`src/hw/rtl/jafc_pkg.sv`:
```
`default_nettype none
package jafc_pkg;

    localparam int SAMPLE_BITS = 12;
    localparam int AXIS_W      = SAMPLE_BITS + 1;
    localparam int LIMIT_W     = 16;
    localparam int NORM_W      = 16;
    localparam int CH_W        = 3;
    localparam int OP_W        = 2;

    // One unit of the normalized scale spans min to max over 2**SPAN_SHIFT.
    localparam int SPAN_SHIFT  = 10;
    localparam int DIFF_W      = LIMIT_W + 2;
    localparam int DEN_W       = LIMIT_W + 1;
    localparam int NUM_MAG_W   = LIMIT_W + SPAN_SHIFT;
    localparam int DIV_STEPS   = NUM_MAG_W;
    localparam int CNT_W       = $clog2(DIV_STEPS + 1);

    localparam logic [AXIS_W-1:0]  FULL_SCALE  = {1'b1, {SAMPLE_BITS{1'b0}}};
    localparam logic [LIMIT_W-1:0] LIMIT_TOP   = {LIMIT_W{1'b1}};
    localparam logic [NUM_MAG_W-1:0] NORM_POS_LIMIT = NUM_MAG_W'(32767);
    localparam logic [NUM_MAG_W-1:0] NORM_NEG_LIMIT = NUM_MAG_W'(32768);
    localparam logic signed [NORM_W-1:0] NORM_POS_SAT = 16'sh7FFF;
    localparam logic signed [NORM_W-1:0] NORM_NEG_SAT = -16'sh8000;
    localparam logic signed [NORM_W-1:0] NORM_EQUAL   = -16'sd4096;

    typedef enum logic [OP_W-1:0] {
        OP_SAMPLE    = 2'd0,
        OP_BEGIN_CAL = 2'd1,
        OP_END_CAL   = 2'd2,
        OP_LOAD      = 2'd3
    } opcode_t;

    typedef enum logic [2:0] {
        ST_IDLE,
        ST_UPDATE,
        ST_TRACK,
        ST_SETUP,
        ST_DIVIDE,
        ST_WRITE
    } state_t;

    typedef struct packed {
        opcode_t                  opcode;
        logic [CH_W-1:0]          channel;
        logic [SAMPLE_BITS-1:0]   sample;
        logic [LIMIT_W-1:0]       load_min;
        logic [LIMIT_W-1:0]       load_max;
    } in_item_t;

    typedef struct packed {
        logic [CH_W-1:0]          channel_out;
        logic [AXIS_W-1:0]        axis_value;
        logic signed [NORM_W-1:0] normalized;
        logic [LIMIT_W-1:0]       limit_min;
        logic [LIMIT_W-1:0]       limit_max;
        logic                     calibrating;
    } out_item_t;

    typedef struct packed {
        logic capture;
        logic update;
        logic track;
        logic setup;
        logic div_step;
        logic load_out;
    } cmd_t;

    typedef struct packed {
        logic div_last;
    } status_t;

endpackage
`default_nettype wire

```
`src/hw/rtl/joystick_axis_filter_calibrate_unit.sv`:
```
// Each item passes the update, track, setup, divide and write states; write waits only on a stalled result.
// A new input is taken only once the item, with its 26-step restoring divide, is done.
// A finished result sits in the output register while the next input transfer is taken.
// Reset (aresetn, synchronous, active low) clears filters to 0, minimums to 0xFFFF,
// maximums to 0, calibration tracking off and the roll channel select to 0.
`default_nettype none
module joystick_axis_filter_calibrate_unit #(
    parameter int NUM_AXES = 5
) (
    input  wire logic                      aclk,
    input  wire logic                      aresetn,
    // Input channel: one command or sample per transfer.
    input  wire logic                      s_valid,
    output logic                           s_ready,
    input  wire jafc_pkg::in_item_t        s_data,
    // Result channel: one result per input item.
    output logic                           m_valid,
    input  wire logic                      m_ready,
    output jafc_pkg::out_item_t            m_data,
    // Roll channel select; the user must write it only while the block is idle, the block does not enforce this.
    input  wire logic                      cfg_wr_en,
    input  wire logic [jafc_pkg::CH_W-1:0] cfg_wr_data
);

    // The controller walks each item through update, limit tracking,
    // divider setup, the division itself and the final result write.
    // The datapath owns all per-channel state and the divider registers.
    jafc_pkg::cmd_t    cmd;
    jafc_pkg::status_t status;

    jafc_controller u_ctrl (
        .aclk    (aclk),
        .aresetn (aresetn),
        .s_valid (s_valid),
        .s_ready (s_ready),
        .m_valid (m_valid),
        .m_ready (m_ready),
        .status  (status),
        .cmd     (cmd)
    );

    // The filter update and the limit widening happen in separate cycles so
    // that tracking compares against the freshly filtered, reported value.
    jafc_datapath #(
        .NUM_AXES (NUM_AXES)
    ) u_dp (
        .aclk        (aclk),
        .aresetn     (aresetn),
        .cmd         (cmd),
        .status      (status),
        .s_data      (s_data),
        .cfg_wr_en   (cfg_wr_en),
        .cfg_wr_data (cfg_wr_data),
        .m_data      (m_data)
    );

endmodule
`default_nettype wire

```
`src/hw/rtl/jafc_datapath.sv`:
```
`default_nettype none
module jafc_datapath #(
    parameter int NUM_AXES = 5
) (
    input  wire logic                      aclk,
    input  wire logic                      aresetn,
    input  wire jafc_pkg::cmd_t            cmd,
    output jafc_pkg::status_t              status,
    input  wire jafc_pkg::in_item_t        s_data,
    input  wire logic                      cfg_wr_en,
    input  wire logic [jafc_pkg::CH_W-1:0] cfg_wr_data,
    output jafc_pkg::out_item_t            m_data
);

    localparam int SW = jafc_pkg::SAMPLE_BITS;
    localparam int LW = jafc_pkg::LIMIT_W;
    localparam int AW = jafc_pkg::AXIS_W;
    localparam int NW = jafc_pkg::NUM_MAG_W;

    logic [SW-1:0] filt_reg [NUM_AXES];
    logic [SW-1:0] filt_next [NUM_AXES];
    logic [LW-1:0] min_reg [NUM_AXES];
    logic [LW-1:0] min_next [NUM_AXES];
    logic [LW-1:0] max_reg [NUM_AXES];
    logic [LW-1:0] max_next [NUM_AXES];
    logic          tracking_reg, tracking_next;
    logic [jafc_pkg::CH_W-1:0] roll_reg, roll_next;

    jafc_pkg::in_item_t  item_reg, item_next;
    jafc_pkg::out_item_t out_reg, out_next;

    logic [LW-1:0]  rem_reg, rem_next;
    logic [NW-1:0]  quo_reg, quo_next;
    logic [LW-1:0]  den_reg, den_next;
    logic           neg_reg, neg_next;
    logic           zero_reg, zero_next;
    logic [jafc_pkg::CNT_W-1:0] cnt_reg, cnt_next;

    logic [NUM_AXES-1:0] sel;
    logic                ch_ok;
    logic [SW-1:0]       f_cur;
    logic [LW-1:0]       lo_cur;
    logic [LW-1:0]       hi_cur;
    logic [SW+1:0]       filt_sum;
    logic [AW-1:0]       rep;
    logic [LW-1:0]       rep_wide;
    logic signed [jafc_pkg::DIFF_W-1:0] diff;
    logic [jafc_pkg::DIFF_W-1:0]        diff_abs;
    logic signed [jafc_pkg::DEN_W-1:0]  den;
    logic [jafc_pkg::DEN_W-1:0]         den_abs;
    logic [LW:0]         trial;
    logic [LW:0]         shifted;
    logic signed [jafc_pkg::NORM_W-1:0] norm;

    // Channel decode and read of the addressed channel's state.
    always_comb begin
        ch_ok  = (32'(item_reg.channel) < NUM_AXES);
        f_cur  = '0;
        lo_cur = '0;
        hi_cur = '0;
        for (int i = 0; i < NUM_AXES; i++) begin
            sel[i] = ch_ok && (32'(item_reg.channel) == i);
            if (sel[i]) begin
                f_cur  = filt_reg[i];
                lo_cur = min_reg[i];
                hi_cur = max_reg[i];
            end
        end
        rep = (item_reg.channel == roll_reg) ? (jafc_pkg::FULL_SCALE - {1'b0, f_cur})
                                             : {1'b0, f_cur};
        rep_wide = LW'(rep);
        filt_sum = {2'b00, f_cur} + {1'b0, f_cur, 1'b0} + {2'b00, item_reg.sample}
                 + (SW+2)'(2);
    end

    // State updates for filter, limits, tracking flag and roll channel select.
    always_comb begin
        filt_next     = filt_reg;
        min_next      = min_reg;
        max_next      = max_reg;
        tracking_next = tracking_reg;
        roll_next     = cfg_wr_en ? cfg_wr_data : roll_reg;
        if (cmd.update) begin
            case (item_reg.opcode)
                jafc_pkg::OP_BEGIN_CAL: begin
                    tracking_next = 1'b1;
                    for (int i = 0; i < NUM_AXES; i++) begin
                        min_next[i] = jafc_pkg::LIMIT_TOP;
                        max_next[i] = '0;
                    end
                end
                jafc_pkg::OP_END_CAL: begin
                    tracking_next = 1'b0;
                end
                jafc_pkg::OP_LOAD: begin
                    for (int i = 0; i < NUM_AXES; i++) begin
                        if (sel[i]) begin
                            min_next[i] = item_reg.load_min;
                            max_next[i] = item_reg.load_max;
                        end
                    end
                end
                jafc_pkg::OP_SAMPLE: begin
                    for (int i = 0; i < NUM_AXES; i++) begin
                        if (sel[i]) begin
                            filt_next[i] = filt_sum[SW+1:2];
                        end
                    end
                end
                default: begin
                    tracking_next = tracking_reg;
                end
            endcase
        end
        if (cmd.track && tracking_reg && (item_reg.opcode == jafc_pkg::OP_SAMPLE)) begin
            for (int i = 0; i < NUM_AXES; i++) begin
                if (sel[i]) begin
                    if (rep_wide > max_reg[i]) begin
                        max_next[i] = rep_wide;
                    end
                    if (rep_wide < min_reg[i]) begin
                        min_next[i] = rep_wide;
                    end
                end
            end
        end
    end

    // Input capture and divider: sign and magnitude setup, then one restoring step per cycle.
    always_comb begin
        diff     = $signed(jafc_pkg::DIFF_W'(rep)) - $signed({2'b00, lo_cur});
        diff_abs = diff[jafc_pkg::DIFF_W-1] ? jafc_pkg::DIFF_W'(-diff)
                                            : jafc_pkg::DIFF_W'(diff);
        den      = $signed({1'b0, hi_cur}) - $signed({1'b0, lo_cur});
        den_abs  = den[jafc_pkg::DEN_W-1] ? jafc_pkg::DEN_W'(-den) : jafc_pkg::DEN_W'(den);
        shifted  = {rem_reg, quo_reg[NW-1]};
        trial    = shifted - {1'b0, den_reg};

        item_next = cmd.capture ? s_data : item_reg;
        rem_next  = rem_reg;
        quo_next  = quo_reg;
        den_next  = den_reg;
        neg_next  = neg_reg;
        zero_next = zero_reg;
        cnt_next  = cnt_reg;
        if (cmd.setup) begin
            rem_next  = '0;
            quo_next  = {diff_abs[LW-1:0], {jafc_pkg::SPAN_SHIFT{1'b0}}};
            den_next  = den_abs[LW-1:0];
            neg_next  = diff[jafc_pkg::DIFF_W-1] ^ den[jafc_pkg::DEN_W-1];
            zero_next = (hi_cur == lo_cur);
            cnt_next  = '0;
        end else if (cmd.div_step) begin
            if (!trial[LW]) begin
                rem_next = trial[LW-1:0];
            end else begin
                rem_next = shifted[LW-1:0];
            end
            quo_next = {quo_reg[NW-2:0], ~trial[LW]};
            cnt_next = cnt_reg + 1'b1;
        end
        status.div_last = (cnt_reg == jafc_pkg::CNT_W'(jafc_pkg::DIV_STEPS - 1));
    end

    // Saturation of the quotient and assembly of the result.
    always_comb begin
        if (zero_reg) begin
            norm = jafc_pkg::NORM_EQUAL;
        end else if (neg_reg) begin
            norm = (quo_reg > jafc_pkg::NORM_NEG_LIMIT) ? jafc_pkg::NORM_NEG_SAT
                                                         : -$signed(quo_reg[LW-1:0]);
        end else begin
            norm = (quo_reg > jafc_pkg::NORM_POS_LIMIT) ? jafc_pkg::NORM_POS_SAT
                                                         : $signed(quo_reg[LW-1:0]);
        end
        out_next = out_reg;
        if (cmd.load_out) begin
            out_next.channel_out = item_reg.channel;
            out_next.calibrating = tracking_reg;
            if (ch_ok) begin
                out_next.axis_value = rep;
                out_next.normalized = norm;
                out_next.limit_min  = lo_cur;
                out_next.limit_max  = hi_cur;
            end else begin
                out_next.axis_value = '0;
                out_next.normalized = '0;
                out_next.limit_min  = '0;
                out_next.limit_max  = '0;
            end
        end
    end

    always_ff @(posedge aclk) begin
        if (!aresetn) begin
            for (int i = 0; i < NUM_AXES; i++) begin
                filt_reg[i] <= '0;
                min_reg[i]  <= jafc_pkg::LIMIT_TOP;
                max_reg[i]  <= '0;
            end
            tracking_reg <= 1'b0;
            roll_reg     <= '0;
            cnt_reg      <= '0;
        end else begin
            filt_reg     <= filt_next;
            min_reg      <= min_next;
            max_reg      <= max_next;
            tracking_reg <= tracking_next;
            roll_reg     <= roll_next;
            cnt_reg      <= cnt_next;
        end
    end

    always_ff @(posedge aclk) begin
        item_reg <= item_next;
        rem_reg  <= rem_next;
        quo_reg  <= quo_next;
        den_reg  <= den_next;
        neg_reg  <= neg_next;
        zero_reg <= zero_next;
        out_reg  <= out_next;
    end

    assign m_data = out_reg;

endmodule
`default_nettype wire

```
`src/hw/rtl/jafc_controller.sv`:
```
`default_nettype none
module jafc_controller (
    input  wire logic               aclk,
    input  wire logic               aresetn,
    input  wire logic               s_valid,
    output logic                    s_ready,
    output logic                    m_valid,
    input  wire logic               m_ready,
    input  wire jafc_pkg::status_t  status,
    output jafc_pkg::cmd_t          cmd
);

    jafc_pkg::state_t state_reg, state_next;
    logic             out_valid_reg, out_valid_next;
    logic             out_free;

    assign out_free = !out_valid_reg || m_ready;

    always_comb begin
        state_next = state_reg;
        case (state_reg)
            jafc_pkg::ST_IDLE: begin
                if (s_valid) begin
                    state_next = jafc_pkg::ST_UPDATE;
                end
            end
            jafc_pkg::ST_UPDATE: state_next = jafc_pkg::ST_TRACK;
            jafc_pkg::ST_TRACK:  state_next = jafc_pkg::ST_SETUP;
            jafc_pkg::ST_SETUP:  state_next = jafc_pkg::ST_DIVIDE;
            jafc_pkg::ST_DIVIDE: begin
                if (status.div_last) begin
                    state_next = jafc_pkg::ST_WRITE;
                end
            end
            jafc_pkg::ST_WRITE: begin
                if (out_free) begin
                    state_next = jafc_pkg::ST_IDLE;
                end
            end
            default: state_next = jafc_pkg::ST_IDLE;
        endcase
    end

    always_comb begin
        cmd     = '0;
        s_ready = 1'b0;
        case (state_reg)
            jafc_pkg::ST_IDLE: begin
                s_ready     = 1'b1;
                cmd.capture = s_valid;
            end
            jafc_pkg::ST_UPDATE: cmd.update   = 1'b1;
            jafc_pkg::ST_TRACK:  cmd.track    = 1'b1;
            jafc_pkg::ST_SETUP:  cmd.setup    = 1'b1;
            jafc_pkg::ST_DIVIDE: cmd.div_step = 1'b1;
            jafc_pkg::ST_WRITE:  cmd.load_out = out_free;
            default:             cmd          = '0;
        endcase
        out_valid_next = cmd.load_out ? 1'b1 : (out_valid_reg && !m_ready);
    end

    always_ff @(posedge aclk) begin
        if (!aresetn) begin
            state_reg     <= jafc_pkg::ST_IDLE;
            out_valid_reg <= 1'b0;
        end else begin
            state_reg     <= state_next;
            out_valid_reg <= out_valid_next;
        end
    end

    assign m_valid = out_valid_reg;

endmodule
`default_nettype wire

```
`config.mk`:
```
export PLATFORM = sky130hd
export DESIGN_NAME = joystick_axis_filter_calibrate_unit
export DESIGN_NICKNAME = d
export VERILOG_FILES = /design/src/hw/rtl/jafc_pkg.sv /design/src/hw/rtl/joystick_axis_filter_calibrate_unit.sv /design/src/hw/rtl/jafc_datapath.sv /design/src/hw/rtl/jafc_controller.sv
export SDC_FILE = /design/constraint.sdc
export NUM_CORES = 1
export LEC_CHECK = 0
export ABC_AREA = 1
export BUFFER_PORTS_ARGS = -buffer_cell sky130_fd_sc_hd__buf_2
export CAP_MARGIN = 30
export CORE_ASPECT_RATIO = 0.7
export CORE_UTILIZATION = 45
export CTS_CLUSTER_SIZE = 16
export DETAILED_ROUTE_END_ITERATION = 16
export GPL_ROUTABILITY_DRIVEN = 0
export GPL_TIMING_DRIVEN = 0
export PLACE_DENSITY = 0.66
export SLEW_MARGIN = 0
export SYNTH_ARGS = -nofsm -noshare
export SYNTH_HDL_FRONTEND = slang
export SYNTH_SLANG_ARGS = --single-unit
```
`constraint.sdc`:
```
create_clock -name aclk -period 5.62 [get_ports aclk]
set_clock_uncertainty 0.2 [all_clocks]
set_input_delay 0.281 -clock aclk [delete_from_list [all_inputs] [get_ports aclk]]
set_output_delay 0.281 -clock aclk [all_outputs]
set_load 0.02 [all_outputs]
```
# ---- After elaboration in Yosys (flattened, before gate mapping)
# Index checks and enable logic that the tools add are counted.
# Widths: inputs -> output; s select.
dict set report word_totals {
  mem_count 0
  output_inout_bits 67
  ram_bits 0
  latchBits 0
  romBits 0
  ff_bits 407
  input_bits 57
}
dict set report op_classes {
  addsub 11
  n_mux 74
  n_bitwise 4
  mul 0
  magnitude_cmp 13
  n_shift 0
  n_eq_ne 18
  reduce_logical 25
  div_mod_pow 0
}
# op n
set ops {}
lappend ops {{$mux 16} 47}
lappend ops {{$mux 80} 4}
lappend ops {{$pmux 80 s2} 2}
lappend ops {{$gt 13x16->1} 5}
lappend ops {{$lt 13x16->1} 5}
lappend ops {{$mux 12} 5}
lappend ops {{$mux 26} 2}
lappend ops {{$neg 16->16} 3}
lappend ops {{$gt 26x15->1 const B} 1}
lappend ops {{$gt 26x16->1 const B} 1}
lappend ops {{$pmux 3 s6} 1}
lappend ops {{$reduce_and 3->1} 6}
lappend ops {{$sub 13x16->17} 1}
lappend ops {{$sub 16x16->17} 1}
lappend ops {{$sub 17x16->17} 1}
lappend ops {{$eq 16x16->1} 1}
lappend ops {{$add 12x13->14} 1}
lappend ops {{$add 14x12->14} 1}
lappend ops {{$add 14x2->14 const B} 1}
lappend ops {{$mux 13} 1}
lappend ops {{$sub 13x12->13 const A} 1}
lappend ops {{$eq 3x2->1 const B} 4}
lappend ops {{$eq 3x3->1 const B} 3}
lappend ops {{$mux 3} 3}
lappend ops {{other kinds (21)} 44}

# ---- Logic depth before layout (Yosys ltp)
dict set report depth {
  depth_word 13
  depth_mapped 34
  ltp_nobuf 33
}

# ---- Modules after synthesis
# A second synthesis with hierarchy kept.
dict set report unflattened {
  cells_unflattened 3228
  area_unflattened_um2 25116.6
}
# module area_per_inst_um2 instances seq_area_each_um2 cells_each
set by_module_without_submodules {}
lappend by_module_without_submodules {jafc_datapath 24848.8 1 9549.2 3186}
lappend by_module_without_submodules {jafc_controller 267.8 1 80.1 42}

# ---- Least setup slack after synthesis
# OpenSTA, ideal clock, no wires.
dict set report synth_timing {
  kind {register -> register}
  startpoint {register u_dp.item_reg[44] (netlist bit)}
  endpoint {register u_dp.quo_reg[25], data pin}
  stages_incl_launch_ff 31
  setup_time_ns 0.254
  path_buffers 3
  path_slack_ns 0.322
  period_less_slack_ns 5.298
  arrival_ns 4.844
  cell_sequence {edfxtp_1 > inv_2 > nor2_4 > nand2_2 > buf_6 > nor2_8 > nor2_2 > nand2_1 > inv_1 > clkbuf_1 > ha_1 > inv_1 > o21ai_0 > inv_1 > clkbuf_1 > fa_1 > xnor2_1 > inv_1 > nand3_1 > inv_1 > nand2_1 > nor2_2 > nand2_1 > nor2_4 > nand3_1 > nor2_2 > nand2_1 > nand2_2 > nand3_1 > nand3_1 > nand2_1}
}
dict set report synth_via {
  elab_chain_cells 13
  elab_cells_between_ends 28
  classes_between {add/sub (3); order compare (1); eq/ne (5); mux (13); reduce/logical (6)}
}
# element line
set synth_rtl {}
lappend synth_rtl {{start, declared} jafc_datapath.sv:29} ;# jafc_pkg::in_item_t item_reg, item_next;
lappend synth_rtl {{start signal, assigned} jafc_datapath.sv:215} ;# item_reg <= item_next;
lappend synth_rtl {{$lt 3x3->1 / $logic_not 3->1 (equally long branches)} {jafc_datapath.sv:57, jafc_datapath.sv:62}}
lappend synth_rtl {{$logic_and 1x1->1} jafc_datapath.sv:62} ;# sel[i] = ch_ok && (32'(item_reg.channel) == i);
lappend synth_rtl {{$mux 12 (4 in series)} jafc_datapath.sv:63} ;# if (sel[i]) begin
lappend synth_rtl {{$mux 12 (*)} jafc_datapath.sv:63}
lappend synth_rtl {{named net u_dp.f_cur[0]} jafc_datapath.sv:41} ;# logic [SW-1:0] f_cur;
lappend synth_rtl {{$sub 13x12->13 (*)} jafc_datapath.sv:69} ;# rep = (item_reg.channel == roll_reg) ? (jafc_pkg::FULL_SCALE - {1'b0, f_cur})
lappend synth_rtl {{$mux 13 (*)} jafc_datapath.sv:69}
lappend synth_rtl {{named net u_dp.rep[1]} jafc_datapath.sv:45} ;# logic [AW-1:0] rep;
lappend synth_rtl {{$sub 13x16->17 (*)} jafc_datapath.sv:131} ;# diff = $signed(jafc_pkg::DIFF_W'(rep)) - $signed({2'b00, lo_cur});
lappend synth_rtl {{$neg 16->16} jafc_datapath.sv:132} ;# diff_abs = diff[jafc_pkg::DIFF_W-1] ? jafc_pkg::DIFF_W'(-diff)
lappend synth_rtl {{$mux 16 (*)} jafc_datapath.sv:132}
lappend synth_rtl {{$mux 26 (*)} jafc_datapath.sv:146} ;# if (cmd.setup) begin
lappend synth_rtl {{named net u_dp.quo_next[25]} jafc_datapath.sv:33} ;# logic [NW-1:0] quo_reg, quo_next;
lappend synth_rtl {{end signal, assigned} jafc_datapath.sv:217} ;# quo_reg <= quo_next;
lappend synth_rtl {{end, declared} jafc_datapath.sv:33}
# The timed path passes the listed nets; every way through them passes the cells marked *.
# A chain may end at the register's enable or synchronous reset.

# ---- Worst setup path in the final report
dict set report layout_timing {
  startpoint {register u_dp.item_reg[45] (netlist bit)}
  endpoint {register u_dp.min_reg[27] (netlist bit)}
}
dict set report layout_via {
  elab_chain_cells 13
  elab_cells_between_ends 26
  classes_between {add/sub (1); order compare (2); eq/ne (5); mux (12); reduce/logical (6)}
}
# element line
set layout_rtl {}
lappend layout_rtl {{$lt 3x3->1 / $logic_not 3->1 (equally long branches)} {jafc_datapath.sv:57, jafc_datapath.sv:62}}
lappend layout_rtl {{$logic_and 1x1->1} jafc_datapath.sv:62}
lappend layout_rtl {{$mux 12 (5 in series)} jafc_datapath.sv:63}
lappend layout_rtl {{$sub 13x12->13} jafc_datapath.sv:69}
lappend layout_rtl {{$mux 13} jafc_datapath.sv:69}
lappend layout_rtl {{$lt 13x16->1} jafc_datapath.sv:121} ;# if (rep_wide < min_reg[i]) begin
lappend layout_rtl {{$mux 16} jafc_datapath.sv:121}
lappend layout_rtl {{$mux 16} jafc_datapath.sv:117} ;# if (sel[i]) begin
lappend layout_rtl {{$mux 80 (*)} jafc_datapath.sv:115} ;# if (cmd.track && tracking_reg && (item_reg.opcode == jafc_pkg::OP_SAMPLE)) begin
lappend layout_rtl {{end signal, assigned by index} jafc_datapath.sv:198} ;# min_reg[i] <= jafc_pkg::LIMIT_TOP;
lappend layout_rtl {{end signal, assigned} jafc_datapath.sv:206} ;# min_reg <= min_next;
lappend layout_rtl {{end, declared} jafc_datapath.sv:22} ;# logic [LW-1:0] min_reg [NUM_AXES];
# Mark *: on every way between the ends. The rest lies on a longest branch, timed or not.

==> impl_metrics.tcl <==
set metrics [dict create \
    status "completed" \
    max-vdd-ir-drop_uv 313 \
    grt_pass1_vias 21600 \
    worstMarginPinSlew_ps 1130 \
    mostFrequentLayoutCells "nand2_1 (518), inv_1 (440), o21ai_0 (308), dfxtp_1 (259), nor2_1 (241)" \
    synth_top_cell_area_share 0.209 \
    crit_buf_inv 10 \
    clkSinkCount 407 \
    syn_area_um2 24900 \
    grt_usage 0.313 \
    cts-root-buf "clkbuf_16" \
    initialDrtViolationCount 4042 \
    period_minus_slack_ps 5530 \
    remaining_drc_errors 0 \
    p_leak_nw 13.7 \
    worst_ep_arrival_time_ps 5760 \
    netlist_instances 3222 \
    crit_fanout 10 \
    dp_slack_ps -2280 \
    synthTopCellsByArea "dfxtp_1 (21%), edfxtp_1 (18%), ha_1 (10%), nand2_1 (7.9%), inv_1 (6.8%)" \
    dieHeight_um 199 \
    startpoint "u_dp.item_reg[45]$_DFFE_PP_" \
    slew_headroom 0.242 \
    p_total_mw 12.9 \
    seq_area_frac_synth 0.387 \
    hpwl_um 67700 \
    setup_viol 0 \
    drv_cap 0 \
    cts_max_level 2 \
    cp_top_family "buffers and inverters" \
    cts_tree "yes" \
    crit_path_end_kind "register" \
    ys_ff_latch 407 \
    wl_per_cell_um 21.3 \
    routed_wl_um 90800 \
    cts_made_buffers 43 \
    fin_setup_tns_ps 0 \
    critical_path_class "register to register" \
    die_w_um 283 \
    core-area_um2 54100 \
    cts_max_path_buffers 3 \
    finalMaxSlewViolations 0 \
    start_kind "register" \
    clk_latency_ps 600 \
    cp_slowest_cell "edfxtp_1" \
    fmax_ghz 0.181 \
    grt_pass1_wl_um 132000 \
    first_pass_iters 8 \
    drive_above_1_share 0.118 \
    syn-num-nets 3493 \
    worstHoldPathType "input port to register" \
    diodes 0 \
    fin_ws_ps 94.7 \
    period_share 0.983 \
    fin_nets 3780 \
    viasPerCell 5.80 \
    powerDensity_nw_per_um2 434 \
    initial_core_util 0.460 \
    ys_warn_count 0 \
    hold_viol_final 0 \
    rsz0062_at_grt "true" \
    regToRegSetupSlack_ps 90 \
    ys_types 61 \
    yosysTopAreaCell "dfxtp_1" \
    die-area_um2 56200 \
    grt.overflow.total 0 \
    num_rows 71 \
    antenna_found_initial 0 \
    drtAntennaViolNets 0 \
    clkTransAtPathRegs_ps 60 \
    synth.avg_cell_area_um2 7.72 \
    grt_max_degree 31 \
    slowest_delay_ps 410 \
    io_pins 124 \
    worstHoldStart "s_data[7]" \
    area_growth_pct 19.3 \
    crit_required_ps 5850 \
    via_count 24800 \
    final_common_cell "nand2_1" \
    final_core_utilization 0.548 \
    io_buffer_count 123 \
    rr_startpoint "u_dp.item_reg[45]$_DFFE_PP_" \
]
routing by layer:
layer,up-vias,wire (um),track usage
met5,-,0,0
met4,0,2140,0.0785
met3,151,14300,0.110
met2,1569,35000,0.428
met1,11500,39400,0.460
li1,11600,-,-
final timing paths:
check	cells past startpoint	endpoint
worst max register to register	26	u_dp.min_reg[27]$_SDFF_PN1_
worst min register to register	2	u_dp.max_reg[77]$_SDFF_PN0_
worst min-delay path	2	u_dp.item_reg[7]$_DFFE_PP_
worst max-delay path	26	u_dp.min_reg[27]$_SDFF_PN1_
kinds of logic (layout without fill, tap and decap cells):
| family | after synthesis | after routing | synth area share |
|---|---|---|---|
| fa+ha+maj | 214 | 214 | 0.112 |
| xor+xnor | 63 | 63 | 0.0222 |
| simple gates | 1117 | 1117 | 0.196 |
| buf+inv | 601 | 922 | 0.0927 |
| compound gates | 820 | 820 | 0.190 |
| flops | 407 | 407 | 0.387 |
layout make-up:
cell class / instances / area (um^2)
fillers: 5014 / 24400
multi-input cells: 2214 / 13200
flip-flops and latches: 407 / 9630
repair buffers: 245 / 1930
inverters: 472 / 1810
clock buffers: 53 / 1160
well taps: 730 / 913
plain buffers: 126 / 653
clock inverters: 26 / 332
cell usage after synthesis, drive strengths merged:
cell,count
a21oi,211
a211oi,7
a2111o,1
nand2,548
o2111ai,2
clkinv,8
clkbuf,104
o21ai,338
nor3b,1
nor4,8
o311a,1
xor2,44
nor2,262
a31oi,8
edfxtp,148
o22ai,95
o31ai,3
nand3b,9
a221oi,11
o311ai,1
o21a,4
a22oi,15
a311oi,1
or3b,1
a22o,2
a32oi,12
a41oi,1
inv,464
xnor2,19
o211ai,77
ha,201
dfxtp,259
or2,9
a21o,6
a32o,1
nand4,33
o221ai,15
a21boi,4
nand3,200
buf,25
nor3,44
fa,13
or4,2
o21bai,4
where the power goes:
| part | switching, mW | total, mW | leakage [nW] | internal (mW) |
|---|---|---|---|---|
| logic | 4.07 | 5.90 | 9.53 | 1.83 |
| clock network | 1.29 | 3.10 | 0.722 | 1.80 |
| registers | 0.288 | 3.89 | 3.47 | 3.60 |
through the flow:
stage | instances | hold WS, ps | instance area [um^2]
after floorplan | 3222 | 180 | 24900
after global placement | 4075 | 237 | 26400
after detailed placement | 4092 | 253 | 26700
after CTS | 4256 | 167 | 29300
after global routing | 4273 | 183 | 29700
final | 4273 | 185 | 29700
repair_timing:
item | 4_1_cts | 5_1_grt
pin swaps | 5 | 14
buffers inserted | 25 | 17
setup endpoints to repair | 206 | 174
gates resized for setup | 73 | 78
hold buffers | 61 | 0
endpoints found under the hold margin | 57 | 0
No activity file was read; power rests on OpenSTA's default activity.
